--- config.mk ---
export PLATFORM = sky130hd
export DESIGN_NAME = scs_front
export DESIGN_NICKNAME = d
export VERILOG_FILES = /design/src/scs_pkg.sv /design/src/scs_front.sv
export SDC_FILE = /design/constraint.sdc
export NUM_CORES = 1
export LEC_CHECK = 0
export CELL_PAD_IN_SITES_DETAIL_PLACEMENT = 0
export CELL_PAD_IN_SITES_GLOBAL_PLACEMENT = 1
export CORE_MARGIN = 2
export CORE_UTILIZATION = 57
export CTS_CLUSTER_SIZE = 8
export DETAILED_ROUTE_END_ITERATION = 6
export DONT_BUFFER_PORTS = 1
export PLACE_DENSITY = 0.83
export SKIP_CTS_REPAIR_TIMING = 1
export SYNTH_ARGS = -nofsm -noshare
export SYNTH_HDL_FRONTEND = slang
export SYNTH_SLANG_ARGS = --single-unit
export TNS_END_PERCENT = 100
--- constraint.sdc ---
create_clock -name clk_i -period 6.25 [get_ports clk_i]
set_input_delay 0.9375 -clock clk_i [delete_from_list [all_inputs] [get_ports clk_i]]
set_output_delay 0.9375 -clock clk_i [all_outputs]
set_load 0.02 [all_outputs]
--- src/scs_pkg.sv ---
// Package of types, codes and constants for the segmented capture store.
`timescale 1ns / 1ps
`default_nettype none
package scs_pkg;

  localparam int STORE_BYTES_DEF  = 65536;
  localparam int MAX_SEGMENTS_DEF = 256;

  localparam int WIDE_W  = 128;
  localparam int IN_DW   = 72;
  localparam int IN_UW   = 3;
  localparam int OUT_DW  = 160;
  localparam int OUT_UW  = 1;
  localparam int CFG_IW  = 3;
  localparam int CFG_DW  = 32;

  localparam logic [2:0] CMD_DATA    = 3'd0;
  localparam logic [2:0] CMD_OVERRUN = 3'd1;
  localparam logic [2:0] CMD_RELEASE = 3'd2;
  localparam logic [2:0] CMD_STOP    = 3'd3;
  localparam logic [2:0] CMD_READ    = 3'd4;

  localparam logic [2:0] REG_SEG_BYTES  = 3'd0;
  localparam logic [2:0] REG_SEG_COUNT  = 3'd1;
  localparam logic [2:0] REG_POS_MODE   = 3'd2;
  localparam logic [2:0] REG_SAMPLE_W   = 3'd3;
  localparam logic [2:0] REG_START_US   = 3'd4;
  localparam logic [2:0] REG_RATE_NUM   = 3'd5;
  localparam logic [2:0] REG_RATE_DEN   = 3'd6;

  localparam logic [16:0] SEG_BYTES_RST = 17'd4096;
  localparam logic [8:0]  SEG_COUNT_RST = 9'd16;
  localparam logic [4:0]  SAMPLE_W_RST  = 5'd1;
  localparam logic [31:0] RATE_NUM_RST  = 32'd1000000;
  localparam logic [31:0] RATE_DEN_RST  = 32'd1;
  localparam logic [31:0] US_PER_S      = 32'd1000000;

  typedef enum logic [2:0] {
    K_DATA, K_OVERRUN, K_RELEASE, K_STOP, K_READ, K_NOP
  } kind_e;

  typedef struct packed {
    kind_e       kind;
    logic [7:0]  data;
    logic [15:0] lost;
    logic [31:0] serial;
    logic [15:0] offset;
  } item_t;

  typedef struct packed {
    logic  valid;
    item_t item;
  } qv_t;

  typedef enum logic [4:0] {
    S_IDLE, S_DISPATCH, S_SLOT_GO, S_SLOT_WAIT, S_OPEN,
    S_TW_GO, S_TW_WAIT, S_TD_GO, S_TD_WAIT, S_TU_GO, S_TU_WAIT,
    S_TN_GO, S_TN_WAIT, S_ADDR, S_WRITE, S_CLOSE_GO, S_CLOSE_WAIT,
    S_READ, S_READ_WAIT, S_RESP
  } st_e;

endpackage
`default_nettype wire

--- src/scs_front.sv ---
// Input side: accepts items, classifies the command and queues them.
`timescale 1ns / 1ps
`default_nettype none
module scs_front (
  input  wire logic                     clk_i,
  input  wire logic                     rst_ni,
  input  wire logic                     s_axis_tvalid,
  output logic                          s_axis_tready,
  input  wire logic [scs_pkg::IN_DW-1:0] s_axis_tdata,
  input  wire logic [scs_pkg::IN_UW-1:0] s_axis_tuser,
  output scs_pkg::qv_t                  q_o,
  input  wire logic                     pop_i
);
  import scs_pkg::*;

  item_t      ent_q [2];
  logic       wp_q, rp_q;
  logic [1:0] cnt_q;
  logic       push;
  item_t      in_item;

  function automatic kind_e classify(input logic [2:0] cmd);
    kind_e k;
    case (cmd)
      CMD_DATA:    k = K_DATA;
      CMD_OVERRUN: k = K_OVERRUN;
      CMD_RELEASE: k = K_RELEASE;
      CMD_STOP:    k = K_STOP;
      CMD_READ:    k = K_READ;
      default:     k = K_NOP;
    endcase
    return k;
  endfunction

  always_comb begin
    in_item.kind   = classify(s_axis_tuser);
    in_item.data   = s_axis_tdata[7:0];
    in_item.lost   = s_axis_tdata[23:8];
    in_item.serial = s_axis_tdata[55:24];
    in_item.offset = s_axis_tdata[71:56];
  end

  assign s_axis_tready = cnt_q != 2'd2;
  assign push          = s_axis_tvalid && s_axis_tready;

  always_ff @(posedge clk_i or negedge rst_ni) begin
    if (!rst_ni) begin
      wp_q  <= 1'b0;
      rp_q  <= 1'b0;
      cnt_q <= '0;
    end else begin
      if (push) begin
        wp_q <= ~wp_q;
      end
      if (pop_i) begin
        rp_q <= ~rp_q;
      end
      cnt_q <= cnt_q + {1'b0, push} - {1'b0, pop_i};
    end
  end

  always_ff @(posedge clk_i) begin
    if (push) begin
      ent_q[wp_q] <= in_item;
    end
  end

  assign q_o.valid = cnt_q != 2'd0;
  assign q_o.item  = ent_q[rp_q];
endmodule
`default_nettype wire

# Word-level counts from Yosys, hierarchy flattened
# Memory sizes are Yosys's and may differ from the RTL's.
# Cells that the tools add are included.
# Widths: inputs -> output; s select.
# op_classes
add_sub_neg,2
n_eq_ne,5
mux,3
bitwise,2
reduce_logical,3
# ops
op,n
$pmux 3 s5,1
$eq 3x2->1 const B,2
$eq 3x1->1 const B,1
$eq 3x3->1 const B,1
$logic_not 3->1,1
$add 2x1->2,1
$mux 1,2
$ne 2x2->1 const B,1
$not 1->1,2
$reduce_bool 2->1,1
$sub 2x1->2,1
$logic_and 1x1->1,1
# totals
register_bits,4
mem_bits_rw,150
in_bits,79
output_inout_bits,77
wordCells,19
memories,1
# mem_list
name,depth,word_bits,rd,rd_clocked_by_memory_dff,wr,line_no,source
ent_q,2,75,1,0,1,scs_front.sv:16,item_t ent_q [2];

# Logic depth before layout (Yosys ltp)
# Gate-level depths: netlist of run 1.
# logic_depth
depth_word,4
mapped_depth,5

# Worst setup path before layout of run 1
# No wires, ideal clock.
# synth_timing
path_kind,in2reg
start,input s_axis_tvalid
end,memory ent_q[0][0] in the netlist's numbering (enable)
t_arrival_ps,4180
required_ps,5741
path_slack_ps,1561
path_stages,2
n_path_buf,0
path_cell_list,nand2_1 > nor2_1
# synth_between
elab_chain_cells,3
# synth_rtl
element,line_no,source
"start, declared",scs_front.sv:7,"input wire logic s_axis_tvalid,"
$logic_and 1x1->1,scs_front.sv:44,assign push = s_axis_tvalid && s_axis_tready;
$mux 1,scs_front.sv:63,if (push) begin
$mux 1 (not written as such),scs_front.sv:64,ent_q[wp_q] <= in_item;
"end, declared",scs_front.sv:16,
# Every way passes these cells.

==> reports/qor.csv, run 1 <==
metric;value;unit
layout cells sized above 1;0.3957;
area delta synth->final;12.92;%
skew final;4.368;ps
Mapped Nets;333;
first-pass GRT wire length;13160;um
CP max stage cell;buf_4;
Post-Syn Instances;253;
Placed Instances;379;
Setup CP Type;reg -> out;
Avg Cell Area, Syn;22.85;um2
clk_lat worst skew;500;ps
Via density;5.540;
wire per inst;20.56;um
achievable frequency;298.1;MHz
Post-Syn Area;5781;um2
Synth Register Bits;154;
IO Port Bufs;0;
part of the cycle the worst path needs;0.5368;
dominant cell type by area after synthesis;edfxtp_1;
Seq/Total Area, Yosys;0.7965;
unrepaired setup endpoints after global routing;false;
setup tns final;0;ps
CTS Buf Count;17;
WL final;8450;um
vias in the first global route;2475;
Clock Pin Slew Worst Setup and Hold Paths;60;ps
P_leak;2.270;nW
Buf/Inv on CP;1;
Die ar.;10960;um2
VDD IR max;0.0005485;V
Finished Cell Area;6528;um2
top area cells in the synthesized netlist;edfxtp_1, mux2_4, mux2_2, dfrtp_1, buf_6;
clk buf depth;2;
RD Place Congestion;0.7340;
Antenna Cells;0;
most frequent cells in the layout;edfxtp_1, mux2_4, mux2_2;
YS warnings;0;
number of remaining DRC errors;0;
DRT iter0 DRCs;134;
Post-DP HPWL;5303;um
max-cap check violation count;0;
CP max FO;59;
worst slack at placement;3345;ps
status;finished, final reports clean;
worst reg2reg setup slack;3570;ps
commonest non-fill, non-tap cell in the layout;edfxtp_1;
DP Area;5907;um2
First-pass DRT Iterations;4;
Sink Count;154;
Net count, final;345;
EDFF count, synth;150;
crit path time final;3355;ps
final design utilization;0.6648;
Req. time, crit path;5310;ps
final hold vios;0;
Die W;104.7;um
Worst-Margin Slew;1062;ps
GRT Util Overall;0.1630;
CP max stage delay;780;ps
Slew Limit Fails;0;
Post-synth top flop;edfxtp_1;
final setup fails;0;
final worst setup slack;2895;ps
CP top delay family;buffers and inverters;
Power Density;537.3;nW/um2
Setup crit end kind;output pin;
crit path DAT;2420;ps
CTS tree;built;
Post-Layout Cell Count;411;
post-synthesis cell type count;21;
Relative slew margins;0.2923;
Hold Path Class;in -> async;
clk root buf;clkbuf_8;
initial antenna violation count;0;
CP Launch Type;flip-flop;
critical-path cell list;buf_4, mux2_2;
height of the die;104.7;um
initial core utilization;0.5887;
R2R Path End;ent_q[0][67];
top-area cell type share of the netlist area;0.7792;
Detail Route Antenna Nets;0;
H-tree depth;4;
Boundary Pins;156;
R2R Path Start;cnt_q[0];
GRT overflow;0;
Via Count;2277;
Reg2Reg Depth;4;
CORE AREA;9819;um2
post-synthesis async set-or-reset flop share;0.02597;
largest net degree at the start of global routing;76;
Core Rows;36;
how the worst max path moves through the flow:
stage | start | to | slack [ps] | cells past startpoint
floorplan | s_axis_tvalid | ent_q[0][0] | 1560 | 2
global placement | s_axis_tvalid | ent_q[0][71] | 3400 | 3
detailed placement | s_axis_tvalid | ent_q[0][69] | 3340 | 3
CTS | rp_q | q_o[5] | 2840 | 2
global route | rp_q | q_o[9] | 2770 | 2
finish | rp_q | q_o[5] | 2900 | 2
per-layer routing:
layer	GRT usage	vias up	wire length, um
met4	0.06762	0	127
met3	0.09981	14	1033
met5	0	-	0
met2	0.2549	117	4279
met1	0.1801	1124	3010
li1	-	1022	-
flip-flops by register name, indices dropped and copies added (netlist names):
register	flops
ent_q	150
rp_q	1
wp_q	1
cnt_q	2
cell usage after synthesis, types with 3 or more instances:
cell / count
xnor2_1: 3
buf_6: 4
dfrtp_1: 4
edfxtp_1: 150
mux2_2: 35
buf_2: 3
mux2_4: 40
per-stage QoR:
stage	power, mW	hold slack, ps
3_3_place_gp	2.481	526.5
5_1_grt	3.650	81.11
6_report	3.508	122.0
2_1_floorplan	2.393	460.8
3_5_place_dp	2.502	545.2
4_1_cts	3.553	88.15
where the power goes:
group / switching (mW) / internal [mW]
sequential: 0.0800 / 1.42
combinational: 0.612 / 0.351
clock: 0.362 / 0.683
area by class of cell:
type	count	area, um2
clock buffer	18	417.9
clock inverter	14	202.7
fill	656	3292
multi-input combinational	90	1117
sequential	154	4608
tap	133	166.4
timing repair buffer	2	15.01
kinds of logic (layout without fill, tap and decap cells):
group                      Yosys count  after routing  share of synthesized area
muxes                               75             75                     0.1721
and+or+nand+nor                      7              7                   0.006928
DFF                                154            154                     0.7965
xor gates and xnor gates             4              4                   0.006062
adders and majority gates            1              1                   0.002164
AOI/OAI and AO/OA                    3              3                   0.003896
buffers and inverters                9             34                    0.01234
Power figures use the tool's default switching activity.
==> run 2: changes to the inputs <==
--- a/config.mk
+++ b/config.mk
@@ -5,14 +5,15 @@
 export SDC_FILE = /design/constraint.sdc
 export NUM_CORES = 1
 export LEC_CHECK = 0
+export ABC_AREA = 1
 export CELL_PAD_IN_SITES_DETAIL_PLACEMENT = 0
 export CELL_PAD_IN_SITES_GLOBAL_PLACEMENT = 1
 export CORE_MARGIN = 2
-export CORE_UTILIZATION = 57
+export CORE_UTILIZATION = 47
 export CTS_CLUSTER_SIZE = 8
 export DETAILED_ROUTE_END_ITERATION = 6
 export DONT_BUFFER_PORTS = 1
-export PLACE_DENSITY = 0.83
+export PLACE_DENSITY = 0.74
 export SKIP_CTS_REPAIR_TIMING = 1
 export SYNTH_ARGS = -nofsm -noshare
 export SYNTH_HDL_FRONTEND = slang
==> constraint.sdc (replaced) <==
create_clock -name clk_i -period 2.87 [get_ports clk_i]
set_input_delay 0.4305 -clock clk_i [delete_from_list [all_inputs] [get_ports clk_i]]
set_output_delay 0.4305 -clock clk_i [all_outputs]
set_load 0.02 [all_outputs]
==> run 2 against run 1 <==
Non-clock buffer count increased by 5. Synthesized cell count up 4.3%. Largest cell class unchanged. Sequential share of layout area fell by 0.50 points.
==> reports/qor.csv, run 2 <==
metric;value;unit;change
Hold EP;rp_q;;
Die ar.;13230;um2;was 10,960 um2
RD Place Congestion;0.7140;;was 0.7340
Largest register FFs;150;;unchanged
WL final;9214;um;was 8450 um
IO Port Bufs;0;;unchanged
unrepaired setup endpoints after global routing;false;;unchanged
max-cap check violation count;0;;unchanged
hold depth;1;;
wire per inst;20.89;um;was 20.56 um
Largest regs;ent_q (150), cnt_q (2);;unchanged
YS warnings;0;;unchanged
number of remaining DRC errors;0;;unchanged
worst reg2reg setup slack;930;ps;was 3570 ps
post-synthesis cell type count;17;;was 21
Setup crit end kind;output pin;;unchanged
part of the cycle the worst path needs;0.8278;;
area delta synth->final;13.50;%;was 12.92%
commonest cells in the synthesized netlist;edfxtp_1, mux2_4, mux2_2;;unchanged
Reg power frac;0.434;;was 0.427
GRT Util Overall;0.1446;;was 0.1630
Clock Pin Slew Worst Setup and Hold Paths;50;ps;was 60 ps
initial core utilization;0.4822;;was 0.5887
DRT iter0 DRCs;180;;was 134
VDD IR max;0.0006530;V;was 0.0005485 V
CORE AREA;12010;um2;was 9819 um2
top-area cell type share of the netlist area;0.7777;;was 0.7792
height of the die;115.0;um;was 104.7 um
final setup fails;0;;unchanged
R2R Path Start;cnt_q[1];;was cnt_q[0]
Synth Register Bits;154;;unchanged
dominant cell type by area after synthesis;edfxtp_1;;unchanged
GRT overflow;0;;unchanged
Switching Power;2.368;mW;was 1.054 mW
CP top delay family;flip-flops;;was buffers and inverters
clk root buf;clkbuf_16;;was clkbuf_8
Detail Route Antenna Nets;0;;unchanged
hold_sp;pop_i;;
CP max FO;32;;was 59
first-pass GRT wire length;13540;um;was 13,160 um
most frequent cells in the layout;edfxtp_1, mux2_4, mux2_2;;unchanged
Post-Syn Instances;264;;was 253
Post-Syn Area;5792;um2;was 5781 um2
Slew Limit Fails;0;;unchanged
crit path DAT;1950;ps;was 2420 ps
Via density;5.306;;was 5.540
Int Pwr;5.206;mW;was 2.454 mW
vias in the first global route;2504;;was 2,475
First-pass DRT Iterations;6;;was 4
initial antenna violation count;1;;was 0
status;finished, final reports clean;;unchanged
CP Launch Type;flip-flop;;unchanged
EDFF count, synth;150;;unchanged
P_leak;2.308;nW;was 2.270 nW
achievable frequency;420.9;MHz;
clk buf depth;2;;unchanged
CP max stage cell;dfrtp_4;;was buf_4
Mapped Nets;344;;was 333
post-synthesis async set-or-reset flop share;0.02597;;unchanged
Core Rows;40;;was 36
Buf/Inv on CP;1;;unchanged
most numerous cell in the Yosys netlist;edfxtp_1;;unchanged
switch share;0.3127;;was 0.3005
Hold Path Class;in -> reg;;was in -> async
Antenna Cells;0;;unchanged
top area cells in the synthesized netlist;edfxtp_1, mux2_4, mux2_2, dfrtp_1, buf_6;;unchanged
CP max stage delay;730;ps;was 780 ps
setup tns final;0;ps;unchanged
Via Count;2340;;was 2,277
Top reg by flops;ent_q;;unchanged
final worst setup slack;494.3;ps;was 2895 ps
Clk pwr share;0.287;;was 0.298
Boundary Pins;156;;unchanged
Reg2Reg Depth;4;;unchanged
layout cells sized above 1;0.3776;;was 0.3957
H-tree depth;4;;unchanged
worst slack at placement;898.0;ps;was 3345 ps
final hold vios;0;;unchanged
Post-DP HPWL;6104;um;was 5303 um
Power Density;1152;nW/um2;was 537.3 nW/um2
Req. time, crit path;2440;ps;was 5310 ps
critical-path cell list;buf_4, mux2_2;;unchanged
Setup CP Type;reg -> out;;unchanged
commonest non-fill, non-tap cell in the layout;edfxtp_1;;unchanged
Post-synth top flop;edfxtp_1;;unchanged
Net count, final;361;;was 345
skew final;5.935;ps;was 4.368 ps
Avg Cell Area, Syn;21.94;um2;was 22.85 um2
combinational share of power;0.279;;was 0.275
Relative slew margins;0.5895;;was 0.2923
R2R Path End;ent_q[0][57];;was ent_q[0][67]
Sink Count;154;;unchanged
clk_lat worst skew;420;ps;was 500 ps
Seq/Total Area, Yosys;0.7950;;was 0.7965
CTS tree;built;;unchanged
Die W;115.0;um;was 104.7 um
CTS Buf Count;17;;unchanged
largest net degree at the start of global routing;47;;was 76
Worst-Margin Slew;615.8;ps;was 1062 ps
crit path time final;2376;ps;
[run 2: cell count changes in the layout (fill, tap and decap cells not counted), sizes merged, moves of 2 or more]
cell      before  now
xnor2          3    0
clkinvlp       0    4
bufinv         5    3
nor2           1    4
buf            2    6
clkinv         9    6
inv            0    7
nand2          1   10
[run 2: worst reg2reg max path: stages (launching register included)]
cell and delay [ps]:
dfrtp_1 390, nand2_1 250, nand2_1 240, nor2_4 140, buf_4 510
[run 2: final cells by class]
class | instances | area [um2]
Sequential cell | 154 | 4608
Multi-Input combinational cell | 95 | 1109
Clock inverter | 14 | 153.9
Timing Repair Buffer | 7 | 67.56
Fill cell | 918 | 5438
Tap cell | 147 | 183.9
Inverter | 6 | 22.52
Clock buffer | 18 | 429.2
[run 2: cells by family (layout without fill, tap and decap cells)]
logic type,after synthesis,in the layout,share of synthesized area
flops,154,154,0.7950
mux,75,75,0.1717
simple gates,16,16,0.01123
buf+inv,15,45,0.01620
compound gates,2,2,0.002160
fa+ha+maj,1,1,0.002160
xor+xnor,1,1,0.001512
[run 2: how the worst max path moves through the flow]
stage	startpoint	endpoint	slack [ps]	depth (start not counted)
floorplan	cnt_q[1]	ent_q[1][0]	-300	3
detailed placement	rp_q	q_o[5]	900	2
global route	rp_q	q_o[5]	380	2
finish	rp_q	q_o[5]	490	2
CTS	rp_q	q_o[17]	440	2
global placement	rp_q	q_o[21]	920	2
[run 2: layer usage]
| metal | routed length [um] | track usage | vias to the layer above |
|---|---|---|---|
| met2 | 4253 | 0.2161 | 119 |
| met4 | 213 | 0.07309 | 0 |
| met5 | 0 | 0 | - |
| li1 | - | - | 1066 |
| met3 | 1274 | 0.1028 | 18 |
| met1 | 3473 | 0.1536 | 1137 |
[run 2: power groups by stage]
stage	Clock, mW	Combinational (mW)	Sequential (mW)
2_1_floorplan	0	1.96	3.23
3_3_place_gp	0	2.12	3.32
3_5_place_dp	0	2.14	3.35
4_1_cts	2.23	2.15	3.30
5_1_grt	2.32	2.24	3.35
6_report	2.18	2.11	3.29
[run 2: metrics by stage]
| step | power, mW | utilization | hold slack [ps] | instance area, um2 | std cells |
|---|---|---|---|---|---|
| 2_1_floorplan | 5.184 | - | 134.9 | 5797 | 264 |
| 3_3_place_gp | 5.443 | 0.4979 | 135.0 | 5981 | 408 |
| 3_5_place_dp | 5.492 | 0.4979 | 135.0 | 5981 | 408 |
| 4_1_cts | 7.679 | 0.5465 | -323.3 | 6564 | 440 |
| 5_1_grt | 7.913 | 0.5473 | 72.30 | 6574 | 441 |
| 6_report | 7.574 | 0.5473 | 91.83 | 6574 | 441 |
==> run 3: changes to the inputs <==
--- a/config.mk
+++ b/config.mk
@@ -5,15 +5,15 @@
 export SDC_FILE = /design/constraint.sdc
 export NUM_CORES = 1
 export LEC_CHECK = 0
-export ABC_AREA = 1
+export ABC_AREA = 0
 export CELL_PAD_IN_SITES_DETAIL_PLACEMENT = 0
 export CELL_PAD_IN_SITES_GLOBAL_PLACEMENT = 1
 export CORE_MARGIN = 2
-export CORE_UTILIZATION = 47
+export CORE_UTILIZATION = 48
 export CTS_CLUSTER_SIZE = 8
 export DETAILED_ROUTE_END_ITERATION = 6
 export DONT_BUFFER_PORTS = 1
-export PLACE_DENSITY = 0.74
+export PLACE_DENSITY = 0.75
 export SKIP_CTS_REPAIR_TIMING = 1
 export SYNTH_ARGS = -nofsm -noshare
 export SYNTH_HDL_FRONTEND = slang
==> constraint.sdc (replaced) <==
create_clock -name clk_i -period 2 [get_ports clk_i]
set_input_delay 0.3 -clock clk_i [delete_from_list [all_inputs] [get_ports clk_i]]
set_output_delay 0.3 -clock clk_i [all_outputs]
set_load 0.02 [all_outputs]
==> run 3 against run 2 <==
Clock skew up 4.2 ps. Power up 50%. Cell area up 13%. Combinational power up 67%. Register-to-register slack worse by 530 ps. Via count up 13%. Sequential share of layout area down 8.3 points. Non-clock buffer count up 81. Cell count up 16%. Critical path depth unchanged. Critical endpoint is now q_o[4]. Largest cell class unchanged. Largest power group unchanged.
==> reports/qor.csv, run 3 (synthesized netlist as in run 1, its figures left out) <==
metric;value;unit;change
status;finished, final reports clean;;unchanged
Largest regs;ent_q (150), cnt_q (2);;unchanged
Slew Limit Fails;0;;unchanged
Via Count;2637;;was 2,340
unrepaired setup endpoints after global routing;false;;unchanged
part of the cycle the worst path needs;0.9652;;
setup tns final;0;ps;unchanged
Reg2Reg Depth;4;;unchanged
DRT iter0 DRCs;152;;was 180
# fillers;820;;was 918
CP Depth;2;;unchanged
P_leak;2.656;nW;was 2.308 nW
Boundary Pins;156;;unchanged
Power Density;1527;nW/um2;was 1152 nW/um2
CP max stage cell;dfrtp_4;;unchanged
Tot Pwr;11.39;mW;was 7.574 mW
Net count, final;431;;was 361
RD Place Congestion;0.7677;;was 0.7140
number of remaining DRC errors;0;;unchanged
final hold vios;0;;unchanged
CTS Buf Count;17;;unchanged
clk root buf;clkbuf_16;;unchanged
CORE AREA;11860;um2;was 12,010 um2
layout cells sized above 1;0.3352;;was 0.3776
crit path time final;1930;ps;
Req. time, crit path;1700;ps;was 2440 ps
critical-path cell list;buf_12, mux2_2;;was buf_4, mux2_2
final setup fails;0;;unchanged
Post-DP HPWL;5997;um;was 6104 um
initial core utilization;0.4873;;was 0.4822
clk_lat worst skew;420;ps;about the same
Clock Pin Slew Worst Setup and Hold Paths;60;ps;was 50 ps
achievable frequency;518.0;MHz;
hold depth;2;;was 1
area delta synth->final;28.98;%;was 13.50%
Setup crit end kind;output pin;;unchanged
Relative slew margins;0.8143;;was 0.5895
VDD IR max;0.0009426;V;was 0.0006530 V
vias in the first global route;2443;;was 2,504
wire per inst;19.48;um;was 20.89 um
commonest non-fill, non-tap cell in the layout;edfxtp_1;;unchanged
CP Launch Type;flip-flop;;unchanged
clk buf depth;2;;unchanged
IO Port Bufs;0;;unchanged
final design utilization;0.6286;;was 0.5473
Die ar.;12940;um2;was 13,230 um2
GRT overflow;0;;unchanged
Detail Route Antenna Nets;0;;unchanged
Sink Count;154;;unchanged
CP max stage delay;540;ps;was 730 ps
skew final;10.09;ps;was 5.935 ps
Hold Path Class;in -> reg;;unchanged
Top reg by flops;ent_q;;unchanged
crit path DAT;1630;ps;was 1950 ps
CP top delay family;flip-flops;;unchanged
largest net degree at the start of global routing;46;;was 47
Core Rows;40;;unchanged
initial antenna violation count;1;;unchanged
CTS tree;built;;unchanged
footprint of the multi-input gates;1132;um2;was 1109 um2
Finished Cell Area;7456;um2;was 6574 um2
most frequent cells in the layout;edfxtp_1, dlygate4sd3_1, mux2_4;;was edfxtp_1, mux2_4, mux2_2
Setup CP Type;reg -> out;;unchanged
height of the die;113.7;um;was 115.0 um
WL final;9976;um;was 9214 um
CP max FO;24;;was 32
H-tree depth;4;;unchanged
Via density;5.150;;was 5.306
Largest register FFs;150;;unchanged
storage element area;4608;um2;unchanged
DP Area;6052;um2;was 5981 um2
GRT Util Overall;0.1453;;was 0.1446
Worst-Margin Slew;277.8;ps;was 615.8 ps
Die W;113.7;um;was 115.0 um
Buf/Inv on CP;1;;unchanged
First-pass DRT Iterations;4;;was 6
first-pass GRT wire length;13400;um;was 13,540 um
max-cap check violation count;0;;unchanged
## run 3: changes by cell type in the layout (fill, tap and decap cells not counted), moves of 4 or more
cell           delta
dlygate4sd3_1    +74
nand2_1          -10
inv_1             -6
buf_12            +5
clkbuf_1          +4
clkinv_1          -4
## run 3: worst paths after layout
check                      slack, ps     startpoint            to
max                               70           rp_q        q_o[4]
min                               50  s_axis_tvalid          wp_q
max reg2reg                      400       cnt_q[0]  ent_q[0][45]
min reg2reg                      560           wp_q          wp_q
max in group asynchronous       1620         rst_ni          rp_q
min in group asynchronous        170         rst_ni      cnt_q[1]
## run 3: metrics by stage
| step | hold WS, ps | setup WS (ps) | instances |
|---|---|---|---|
| 2_1_floorplan | 4.409 | -157.8 | 253 |
| 3_3_place_gp | 4.545 | 400.7 | 398 |
| 3_5_place_dp | 4.557 | 382.5 | 398 |
| 4_1_cts | -448.5 | -70.81 | 430 |
| 5_1_grt | 45.05 | 11.86 | 512 |
| 6_report | 52.24 | 69.66 | 512 |
## run 3: where the power goes
group | total [mW] | leakage (nW) | switching [mW] | internal (mW)
Combinational | 3.53 | 0.924 | 2.08 | 1.45
Clock | 3.20 | 0.291 | 1.14 | 2.06
Sequential | 4.66 | 1.44 | 0.244 | 4.42
Total | 11.4 | 2.66 | 3.46 | 7.92
## run 3: area by class of cell
| class | instances | area share |
|---|---|---|
| Timing Repair Buffer | 88 | 0.1243 |
| Antenna cell | 1 | 0.0003356 |
| Clock buffer | 25 | 0.06511 |
| Tap cell | 147 | 0.02467 |
| Clock inverter | 7 | 0.01561 |
| Sequential cell | 154 | 0.6181 |
| Multi-Input combinational cell | 90 | 0.1519 |
## run 3: layer usage
layer / global-route usage / vias up / wire, um
met5: 0 / - / 0
met4: 0.07561 / 0 / 128
met3: 0.09777 / 12 / 824
met2: 0.2275 / 113 / 5239
met1: 0.1476 / 1308 / 3784
li1: - / 1204 / -
## run 3: worst reg2reg max path: stages, from the launching register on
cell and delay [ps]:
dfrtp_1 390, nand2b_4 210, nand2_4 90, nor2_4 260, buf_12 280
